==> src/hw/rtl/fir_pkg.sv <==
// ----------------------------------------------------------------------------
// fir_pkg
// Shared widths, types and constants of the direct-form FIR filter.
// ----------------------------------------------------------------------------
package fir_pkg;

    localparam int TAPS        = 8;
    localparam int SAMPLE_BITS = 16;
    localparam int NUM_COEF    = 8;
    localparam int COEF_BITS   = 16;
    localparam int FRAC_BITS   = 15;

    // configuration index wide enough to address past the register list
    localparam int CFG_IDX_BITS = 4;

    localparam int TDATA_BITS = ((SAMPLE_BITS + 7) / 8) * 8;
    localparam int DL_DEPTH   = (TAPS > 1) ? TAPS - 1 : 1;
    localparam int PROD_BITS  = COEF_BITS + SAMPLE_BITS;
    localparam int ACC_BITS   = PROD_BITS + $clog2(TAPS);
    localparam int HALF_TAPS  = (TAPS + 1) / 2;

    typedef logic [SAMPLE_BITS-1:0]             sample_t;
    typedef logic [COEF_BITS-1:0]               coef_t;
    typedef logic [NUM_COEF-1:0][COEF_BITS-1:0] coef_vec_t;
    typedef logic [TAPS-1:0][SAMPLE_BITS-1:0]   tap_vec_t;
    // entry 0 is the most recent sample
    typedef logic [DL_DEPTH-1:0][SAMPLE_BITS-1:0] dl_row_t;

    typedef struct packed {
        logic    en;
        dl_row_t row;
    } dl_wr_t;

endpackage

==> src/hw/rtl/fir_delay_mem.sv <==
// ----------------------------------------------------------------------------
// fir_delay_mem
// Delay line store: one wide row in a synchronous memory, read every cycle,
// with forwarding of the row written on the previous edge.
// ----------------------------------------------------------------------------
module fir_delay_mem import fir_pkg::*;
(
    input  logic    clk,
    input  logic    rst_n,
    input  dl_wr_t  wr,
    output dl_row_t row
);

    dl_row_t mem [1];
    dl_row_t rd_row_reg;
    dl_row_t hold_row_reg;
    logic    row_ok_reg;
    logic    rd_ok_reg;
    logic    fwd_reg;

    always_ff @(posedge clk)
    begin
        if (wr.en)
        begin
            mem[0] <= wr.row;
        end
        rd_row_reg <= mem[0];
    end

    always_ff @(posedge clk)
    begin
        if (wr.en)
        begin
            hold_row_reg <= wr.row;
        end
    end

    // the row is unwritten after reset and reads as zeros until then
    always_ff @(posedge clk or negedge rst_n)
    begin
        if (!rst_n)
        begin
            row_ok_reg <= 1'b0;
            rd_ok_reg  <= 1'b0;
            fwd_reg    <= 1'b0;
        end
        else
        begin
            row_ok_reg <= row_ok_reg | wr.en;
            rd_ok_reg  <= row_ok_reg;
            fwd_reg    <= wr.en;
        end
    end

    // a read on the same edge as a write returns the old row
    assign row = fwd_reg   ? hold_row_reg :
                 rd_ok_reg ? rd_row_reg   : '0;

endmodule

==> config.mk <==
export PLATFORM = sky130hd
export DESIGN_NAME = fir_delay_mem
export DESIGN_NICKNAME = d
export VERILOG_FILES = /design/src/hw/rtl/fir_pkg.sv /design/src/hw/rtl/fir_delay_mem.sv
export SDC_FILE = /design/constraint.sdc
export NUM_CORES = 1
export LEC_CHECK = 0
export ABC_AREA = 1
export ABC_CLOCK_PERIOD_IN_PS = 2250
export BUFFER_PORTS_ARGS = -buffer_cell sky130_fd_sc_hd__buf_4
export CAP_MARGIN = 10
export CORE_MARGIN = 2
export CORE_UTILIZATION = 54
export DETAILED_ROUTE_END_ITERATION = 16
export HOLD_SLACK_MARGIN = 0.06
export PLACE_DENSITY = 0.84
export SETUP_SLACK_MARGIN = 0.05
export SYNTH_ARGS = -nofsm -noshare
export SYNTH_HDL_FRONTEND = slang
export SYNTH_SLANG_ARGS = --single-unit
==> constraint.sdc <==
create_clock -name clk -period 2.25 [get_ports clk]
set_clock_uncertainty 0.05 [all_clocks]
set_input_delay 0.45 -clock clk [delete_from_list [all_inputs] [get_ports clk]]
set_output_delay 0.45 -clock clk [all_outputs]
set_load 0.02 [all_outputs]
# Word-level counts from Yosys, hierarchy flattened
# Memory sizes are Yosys's and may differ from the RTL's. A register that Yosys moved wholly into a read port is not among the register bits.
# Cells that the tools add are included.
[totals]
ff_bits = 115
latchBits = 0
mem_bits_rw = 112
mem_bits_ro = 0
inputBits = 115
output_inout_bits = 112
wordCells = 16
n_memories = 1
[mem_list]
columns = ["name", "depth", "width", "read_ports", "rd_ports_with_merged_regs", "write_ports", "line", "source"]
rows = [
  ["mem", 1, 112, 1, 1, 1, "fir_delay_mem.sv:14", "dl_row_t mem [1];"],
]
[op_classes]
add_sub_neg = 0
multipliers = 0
div_mod_pow = 0
n_lt_le_gt_ge = 0
eq_ne = 0
shift = 0
n_mux = 4
bitwise = 1
reduce_logical = 0
[op_table]
columns = ["operator", "count"]
rows = [
  ["$mux W112", 2],
  ["$mux W1", 2],
  ["$or A1 B1 Y1", 1],
]

# Longest topological paths before layout
[depth]
depth_word = 2
mapped_depth = 6
mapped_depth_nobuf = 3

# Worst setup path before layout
# No wires, ideal clock.
[synth_timing]
path_type = "register to output"
start = "register fwd_reg"
end = "output port row[100] in the netlist's numbering"
arrival_ns = 1.014
required_ns = 1.750
path_slack_ns = 0.736
stages_incl_launch_ff = 7
n_path_buf = 3
cell_sequence = "dfrtp_1 > buf_2 > inv_2 > buf_6 > buf_4 > nand3_1 > nand2_1"
[synth_rtl]
columns = ["element", "line", "source"]
rows = [
  ["start: declaration", "fir_delay_mem.sv:19", "logic fwd_reg;"],
  ["start signal: assignment", "fir_delay_mem.sv:51", "fwd_reg <= wr.en;"],
  ["end: declaration", "fir_delay_mem.sv:11", "output dl_row_t row"],
]

==> metrics <==
Hold Path Class in2reg; vias in the first global route approximately 5,200; NumNets Final roughly 950; Post-Place Cells roughly 1,000; initial core utilization 0.551; fraction of layout cells with a size suffix above 1 0.340; Final Cycle Share 0.968; Post-Synth Simple-Gate Area 0.193; FP Rows 42; drt drc 0; Synth warnings 0; Critical Path RT 1.75 ns; top-area cell type share of the netlist area 0.461; Crit. End Element output pin; ant diodes 0; RSZ-0062 raised after global routing true; Detailed Place HPWL around 11,000 microns; max reg flops 112; top cell type by total area after synthesis edfxtp_1; clock slew at reported path FFs 0.06 ns; htree depth 1; worst vdd ir roughly 0.00077 V; Root Buffer clkbuf_16; mux share of post-synthesis cell area 0; post-layout min period between 2 and 2.5 ns; CTS tree done; fin. max-slew vios 0; TritonRoute pass-1 iters 4; vias per cell a little over 5; Util after Layout 0.770; Iteration-0 DRC Markers 422; Lkg Pwr 4.71 nW; GP Congestion slightly below 0.8; MaxCap Viol Count 0; final wirelength around 18,000 microns; number of synthesized flops with an enable pin between 100 and 150; mapped cell area 7300 sq um; final std cells w/o fill just over 1,000; Routed WL per cell 17.6 microns; Synth Instances around 600; Main synth FF type edfxtp_1; CP Launch Type flip-flop; most common cell in the netlist nand2_1; crit-path max FO 27; largest family of logic cells by synthesized area simple AND/OR/NAND/NOR gates; CTS Buffer Depth 3; Post-Syn Nets around 720; Buffers on Ports about 230; routed wl met3 1590 microns; Area growth syn-to-layout 39.7%; Final ANT Viol Nets 0; Clock Latency Late Sink around 0.48 ns; pin count of the biggest net entering global routing about 110; DR top layer met4; die area 14,500 sq um; first-pass GRT wire length roughly 26,000 microns; CP Class reg2out; Synth Area per Inst roughly 12 sq um; gr usage total 0.226; WP data arrival 1.68 ns; Post-synth ARST share 0.0132; initial antenna violation count 0; outcome finished clean; setup TNS 0 ns; FMAX approximately 460 MHz; Seq/Total Area, Yosys 0.778; Final Setup Violations 0; Synth Area in XOR/XNOR 0; Netlist cell types 12; Worst slew margin 0.720; Die Span X ~120 microns; die height about 120 microns; final hold violation count 0; total CTS buffers 22; Synth Register Bits 227; Synth Area in Compound Gates 0; Commonest cells post-synth nand2_1 (224), dfxtp_1 (112), edfxtp_1 (112), nand3_1 (112), buf_2 (21); total number of vias ~5,300; Metal-1 WL between 6000 and 7000 microns; gr ovfl total 0; CTS Sinks between 200 and 250; Worst-Margin Slew 0.420 ns; # IOs ~230; core area ~13,000 sq um; met2 WL around 9200 microns; Synth area leaders edfxtp_1 (46%), dfxtp_1 (31%), nand2_1 (12%); adder-cell area share of the yosys netlist 0; pwr dens approximately 960 nW/um^2
layer usage:
layer	vias to the layer above	global-route usage
li1	2494	-
met1	2518	0.267
met4	0	0.0647
met5	-	0
met3	27	0.0745
met2	215	0.397
cell families (layout without fill, tap and decap cells):
group | count (synthesis) | in the layout
buffers and inverters | 38 | 286
and+or+nand+nor | 337 | 337
DFF | 227 | 227
area by class of cell:
type                            count  area, sq um
Multi-Input combinational cell    337         1420
Clock inverter                     14          181
Tap cell                          176          220
Inverter                            1         16.3
Timing Repair Buffer              245         2070
Clock buffer                       26          597
Sequential cell                   227         5690
Fill cell                         836         3050
power breakdown:
part | switching [mW] | internal [mW] | leakage, nW
combinational | 0.633 | 0.521 | 2.26
sequential | 0.130 | 4.69 | 2.07
clock | 1.48 | 2.36 | 0.379
worst paths after layout:
path	startpoint	to	slack [ns]	depth (start not counted)
max reg2reg	row_ok_reg	row_ok_reg	1.44	1
min reg2reg	hold_row_reg[108]	rd_row_reg[108]	0.32	0
min in group asynchronous	rst_n	rd_ok_reg	0.28	2
max	fwd_reg	row[78]	0.07	5
min	wr[57]	hold_row_reg[57]	0.09	1
max in group asynchronous	rst_n	fwd_reg	1.76	2
layout by cell type, fill, tap and decap left out, types with 3 or more instances in the layout:
master | synthesis | final
buf_4 | 9 | 228
nand2_2 | 0 | 3
clkbuf_16 | 0 | 29
edfxtp_1 | 112 | 112
clkinv_2 | 0 | 5
bufinv_16 | 0 | 4
dfxtp_1 | 112 | 112
nand2_1 | 224 | 221
nand3_1 | 112 | 111
buf_12 | 0 | 6
critical path: stages, from the launching register on:
cell and delay, ns:
dfrtp_4 0.56, clkinv_8 0.13, clkbuf_16 0.21, nand3_1 0.09
nand2_1 0.07, buf_4 0.14
timing repair:
action                                  in CTS  in global routing
gates resized for setup                      1                 11
setup buffers                                1                  2
endpoints found under the setup margin      64                112
cloned                                       1                  6
pin swaps                                    0                  1
hold buffers                                 1                  0
endpoints found under the hold margin        3                  0
per-stage QoR:
step                total power, mW  hold slack, ns  setup WS [ns]  cell area [sq um]
floorplan                      5.38           0.104          0.736               7300
global placement               5.94           0.189          0.545               9170
detailed placement             5.99           0.191          0.513               9170
CTS                            9.84          0.0723        0.00422              10000
global route                   10.2          0.0662        0.00635              10200
finish                         9.81          0.0853         0.0717              10200
No activity file was read; power rests on OpenSTA's default activity.
