--- src/hw/rtl/fir_pkg.sv ---
// ----------------------------------------------------------------------------
// fir_pkg
// Shared widths, types and constants of the direct-form FIR filter.
// ----------------------------------------------------------------------------
package fir_pkg;

    localparam int TAPS        = 8;
    localparam int SAMPLE_BITS = 16;
    localparam int NUM_COEF    = 8;
    localparam int COEF_BITS   = 16;
    localparam int FRAC_BITS   = 15;

    // configuration index wide enough to address past the register list
    localparam int CFG_IDX_BITS = 4;

    localparam int TDATA_BITS = ((SAMPLE_BITS + 7) / 8) * 8;
    localparam int DL_DEPTH   = (TAPS > 1) ? TAPS - 1 : 1;
    localparam int PROD_BITS  = COEF_BITS + SAMPLE_BITS;
    localparam int ACC_BITS   = PROD_BITS + $clog2(TAPS);
    localparam int HALF_TAPS  = (TAPS + 1) / 2;

    typedef logic [SAMPLE_BITS-1:0]             sample_t;
    typedef logic [COEF_BITS-1:0]               coef_t;
    typedef logic [NUM_COEF-1:0][COEF_BITS-1:0] coef_vec_t;
    typedef logic [TAPS-1:0][SAMPLE_BITS-1:0]   tap_vec_t;
    // entry 0 is the most recent sample
    typedef logic [DL_DEPTH-1:0][SAMPLE_BITS-1:0] dl_row_t;

    typedef struct packed {
        logic    en;
        dl_row_t row;
    } dl_wr_t;

endpackage

--- src/hw/rtl/fir_coef_regs.sv ---
// ----------------------------------------------------------------------------
// fir_coef_regs
// Coefficient register bank, written through the configuration channel.
// ----------------------------------------------------------------------------
module fir_coef_regs import fir_pkg::*;
(
    input  logic                    clk,
    input  logic                    rst_n,
    input  logic                    cfg_valid,
    input  logic                    cfg_ready,
    input  logic [CFG_IDX_BITS-1:0] cfg_index,
    input  coef_t                   cfg_data,
    output coef_vec_t               coef
);

    coef_vec_t coef_reg;

    always_ff @(posedge clk or negedge rst_n)
    begin
        if (!rst_n)
        begin
            coef_reg <= '0;
        end
        else if (cfg_valid && cfg_ready)
        begin
            for (int i = 0; i < NUM_COEF; i++)
            begin
                // indexes past the bank are dropped
                if (cfg_index == CFG_IDX_BITS'(i))
                begin
                    coef_reg[i] <= cfg_data;
                end
            end
        end
    end

    assign coef = coef_reg;

endmodule

--- config.mk ---
export PLATFORM = sky130hd
export DESIGN_NAME = fir_coef_regs
export DESIGN_NICKNAME = d
export VERILOG_FILES = /design/src/hw/rtl/fir_pkg.sv /design/src/hw/rtl/fir_coef_regs.sv
export SDC_FILE = /design/constraint.sdc
export NUM_CORES = 1
export LEC_CHECK = 0
export ABC_AREA = 1
export BUFFER_PORTS_ARGS = -buffer_cell sky130_fd_sc_hd__buf_2
export CAP_MARGIN = 10
export CORE_MARGIN = 2
export CORE_UTILIZATION = 45
export CTS_BUF_LIST = sky130_fd_sc_hd__clkbuf_2
export DETAILED_ROUTE_END_ITERATION = 6
export PLACE_DENSITY = 0.71
export SETUP_SLACK_MARGIN = 0.02
export SLEW_MARGIN = 10
export SYNTH_ARGS = -nofsm -noshare
export SYNTH_HDL_FRONTEND = slang
export SYNTH_SLANG_ARGS = --single-unit
export TNS_END_PERCENT = 30
--- constraint.sdc ---
create_clock -name clk -period 1 [get_ports clk]
set_input_delay 0 -clock clk [delete_from_list [all_inputs] [get_ports clk]]
set_output_delay 0 -clock clk [all_outputs]
set_load 0.05 [all_outputs]
==> Yosys cells after proc, flatten, opt, wreduce, memory -nomap -nowiden <==
Cells that the tools add are included.
{ "word_totals": {"reg_bits": 128, "in_bits": 24} }
{ "classes": {"eq_ne": 7, "n_reduce_logical": 10} }
{ "ops": {"columns": ["cell", "n"], "rows": [
  ["4-bit by 3-bit == test with 1-bit output, second input constant", 4],
  ["2-bit AND reduction", 8],
  ["4-bit by 2-bit == test with 1-bit output, second input constant", 2],
  ["4-bit by 1-bit == test with 1-bit output, second input constant", 1],
  ["4-bit logical NOT", 1],
  ["1-bit logical AND", 1]
]} }

==> Logic depth before layout (Yosys ltp) <==
{ "logic_depth": {"ltp_word": 2, "mapped_depth": 6, "ltp_nobuf": 5} }

==> Worst setup path before layout <==
OpenSTA, ideal clock, no wires.
{ "synth_timing": {"path_kind": "input port to flip-flop", "from": "input cfg_valid", "to": "register coef_reg, in the netlist coef[16]", "setup_time_ns": 0.066, "arrival_time_ns": 0.775, "required_ns": 0.934, "setup_slack_ns": 0.159, "stages": 6, "path_buffers": 2, "path_cell_list": "nand2_1 -> inv_2 -> buf_2 -> buf_2 -> nand4_1 -> nand2_1"} }
{ "synth_via": {"elab_chain_len": 2} }
{ "synth_lines": {"columns": ["item", "line", "source"], "rows": [
  ["start: declaration", "fir_coef_regs.sv:9", "input logic cfg_valid,"],
  ["1-bit logical AND", "fir_coef_regs.sv:24", "else if (cfg_valid && cfg_ready)"],
  ["2-bit AND reduction (no line)", null, null],
  ["end signal: indexed assignment", "fir_coef_regs.sv:31", "coef_reg[i] <= cfg_data;"],
  ["end: declaration", "fir_coef_regs.sv:16", "coef_vec_t coef_reg;"]
]} }
Every way passes these cells.
A chain may end at the register's enable or synchronous reset.

==> Worst setup path in the final report <==
{ "layout_timing": {"from": "register coef_reg, in the netlist coef[97]", "to": "output coef[97] (netlist bit)"} }
{ "layout_rtl": {"columns": ["item", "line", "source"], "rows": [
  ["end: declaration", "fir_coef_regs.sv:13", "output coef_vec_t coef"]
]} }
No word-level cell between the ends.

==> metrics.md <==
| Metric | Value |
|---|---|
| Worst hold endpoint | `coef[2]$_DFFE_PN0P_` |
| Final #Nets | `between 800 and 900` |
| Core Area | `about 11000 sq um` |
| Sequential area share after synthesis | `around three fifths` |
| Wire per inst | `around 18 um` |
| # DRC | `0` |
| Setup-failing EPs final | `about 160` |
| Drt first-iter violations | `between 400 and 500` |
| Cell taking the most area after synthesis | `dfrtp_1` |
| Total CTS buffers | `17` |
| First-pass GRT wire length | `around 26000 um` |
| R2r worst-path depth | `4` |
| Async SR Flop Fraction | `100.0%` |
| Worst Hold Class | `in2reg` |
| Router iterations before antenna repair | `5` |
| Crit-path max cell delay | `about 0.46 ns` |
| CTS Buffer Depth | `2` |
| Most frequent cell after synthesis | `nand2_1` |
| Initial Util | `about 46%` |
| Min Tclk post-route | `1.311 ns` |
| Area growth from synthesis to layout | `48.67%` |
| RR Endpoint | `coef[121]$_DFFE_PN0P_` |
| Synth unique cells | `14` |
| Final Hold Viols | `roughly 120` |
| Max FFs per register | `128` |
| Final setup skew | `0 ns` |
| Post-synthesis cell area | `~5300 sq um` |
| Antenna Violating Nets Remaining | `0` |
| Yosys reg bits | `128` |
| Global-route usage over all layers | `26.73%` |
| Hold Startpoint | `cfg_index[3]` |
| Slowest CP cell | `dfrtp_1` |
| CP Class | `reg2out` |
| CP Max Fanout | `2` |
| Vias post-DR | `around 5000` |
| CP Data Arrival Time | `~1.3 ns` |
| Post-synth EDFFs | `0` |
| Grt ovf | `0` |
| Setup TNS | `-36.84 ns` |
| Area share of the largest cell type after synthesis | `around 60%` |
| Highest clock rate | `roughly 0.76 GHz` |
| Commonest cells post-synth | `nand2_1, dfrtp_1, nand3_1, nand4_1, buf_2` |
| Final Cycle Share | `131.1%` |
| Total wire length | `~17000 um` |
| Leakage | `4.251 nW` |
| Clock Sinks | `between 100 and 150` |
| Crit. End Element | `primary output` |
| Vias per inst | `between 5 and 6` |
| Die Width | `about 110 um` |
| Critical Path RT | `1.00 ns` |
| Multi-input gate area | `~1800 sq um` |
| CTS tree | `yes` |
| DP Wirelength | `roughly 11000 um` |
| Pwr/cell area | `2300 nW/um^2` |
| CP Cell Sequence | `buf_6` |
| WHS Path Cells | `5` |
| FF/Latch Area | `~3200 sq um` |
| Critical path's top delay family | `flip-flops` |
| FF-to-FF setup slack | `~0.08 ns` |
| Vert. Die Dim | `112.8 um` |
| Slew Viols, Final | `0` |
| # port buffers | `151` |
| Failing checks | `negative hold slack, negative setup slack` |
| Pre-CTS WS | `-0.1539 ns` |
| Final hold slack | `-0.2180 ns` |
| Worst slew margin | `about 70%` |
| Synth Instances | `between 500 and 600` |
| Mapped Nets | `615` |
| Layout cells sized above 1 | `32.13%` |
| Synth top area cells | `dfrtp_1, nand2_1, nand4_1` |
| Startpoint types | `register` |
| RSZ-0062 raised after global routing | `true` |
| Filler Cells Inserted | `between 800 and 900` |
| Ys Warns | `0` |
| Routability cong. | `between 0.8 and 0.9` |
| FF-to-FF Start | `coef[121]$_DFFE_PN0P_` |
| Worst setup margin | `-0.3115 ns` |
| Mapped Avg Cell Area | `approximately 9 sq um` |
| VDD IR-drop max | `around 1.3 mV` |
| Largest net degree at the start of global routing | `49` |
| Clock-pin slew on the worst setup and hold paths | `between 0.2 and 0.25 ns` |
| H-tree levels | `4` |
| Worst slew pin tran | `about 0.45 ns` |
| Max cap viols | `0` |
| Root buffer cell | `clkbuf_2` |
| I/O pins | `152` |
| Vias in the first global route | `just under 5000` |
| Status | `finished with violations` |
| Post-synth top flop | `dfrtp_1` |
| Die ar. | `12720 sq um` |
| Initial antenna violation count | `1` |
| Core Rows | `39` |
| WP buf/inv | `1` |
| Clock latency on the worst-skew pair | `~0.7 ns` |
==> worst max-delay path by stage <==
stage                                  endpoint  cells after the start  slack [ns]                  from
after detailed placement  coef[118]$_DFFE_PN0P_                      6       -0.15             cfg_valid
after floorplan            coef[16]$_DFFE_PN0P_                      6        0.16             cfg_valid
final                                  coef[97]                      1       -0.31  coef[97]$_DFFE_PN0P_
after global routing                   coef[55]                      1       -0.40  coef[55]$_DFFE_PN0P_
after global placement     coef[42]$_DFFE_PN0P_                      6       -0.10             cfg_valid
after CTS                              coef[97]                      1       -0.34  coef[97]$_DFFE_PN0P_
==> where the power goes <==
group,switching [W],internal (W)
logic,0.00497,0.00269
registers,0.000821,0.00613
clock network,0.00196,0.00165
total,0.00775,0.0105
==> metal layers <==
| metal | part of all wire [%] | GRT usage (%) |
|---|---|---|
| met5 | 0 | 0 |
| met4 | 2.3 | 9.512 |
| met3 | 7.7 | 5.999 |
| met2 | 50 | 43.63 |
| met1 | 40 | 35.41 |
==> cell usage in the layout (no fill, tap or decap) <==
cell type        n
nand2_1        259
buf_6          128
inv_1            4
dlygate4sd3_1   24
clkinv_2         2
nand4_1         64
diode_2          1
nand3_2          8
nor2_4           4
dfrtp_1        128
clkinvlp_4       3
clkbuf_16        1
buf_2           22
nor2_2           2
buf_12          10
inv_2            1
clkbuf_2        18
bufinv_16        4
clkinv_4         4
buf_4           51
clkinv_1         2
nand3_1         64
==> logic make-up after synthesis <==
group / share of synthesized area, %
flip-flops: 60.14
AND/OR/NAND/NOR: 34.27
buffers and inverters: 5.590
==> cell type report <==
class,count,area share [%]
Clock inverter,14,2.417
Inverter,6,0.2844
Antenna cell,1,0.03160
Tap cell,143,2.259
Multi-Input combinational cell,401,23.12
Clock buffer,18,1.138
Sequential cell,128,40.45
Timing Repair Buffer,236,30.30
==> metrics by stage <==
stage / cell area (sq um) / util, % / hold slack (ns) / power (W) / instances
after floorplan: 5326 / - / -0.2956 / 0.01111 / 591
after global placement: 6291 / 54.86 / -0.1247 / 0.01269 / 852
after detailed placement: 6291 / 54.86 / -0.1223 / 0.01280 / 852
after CTS: 7714 / 67.27 / -0.05468 / 0.01798 / 921
after global routing: 7919 / 69.06 / -0.2481 / 0.01895 / 947
final: 7919 / 69.06 / -0.2180 / 0.01821 / 947
==> timing repair <==
action,in CTS,in global routing
pin swaps,0,2
gates cloned,0,1
hold buffers,25,4
setup buffers,12,25
setup endpoints to repair,128,361
resized for setup,256,0
endpoints found under the hold margin,256,189
No activity file was read; power rests on OpenSTA's default activity.
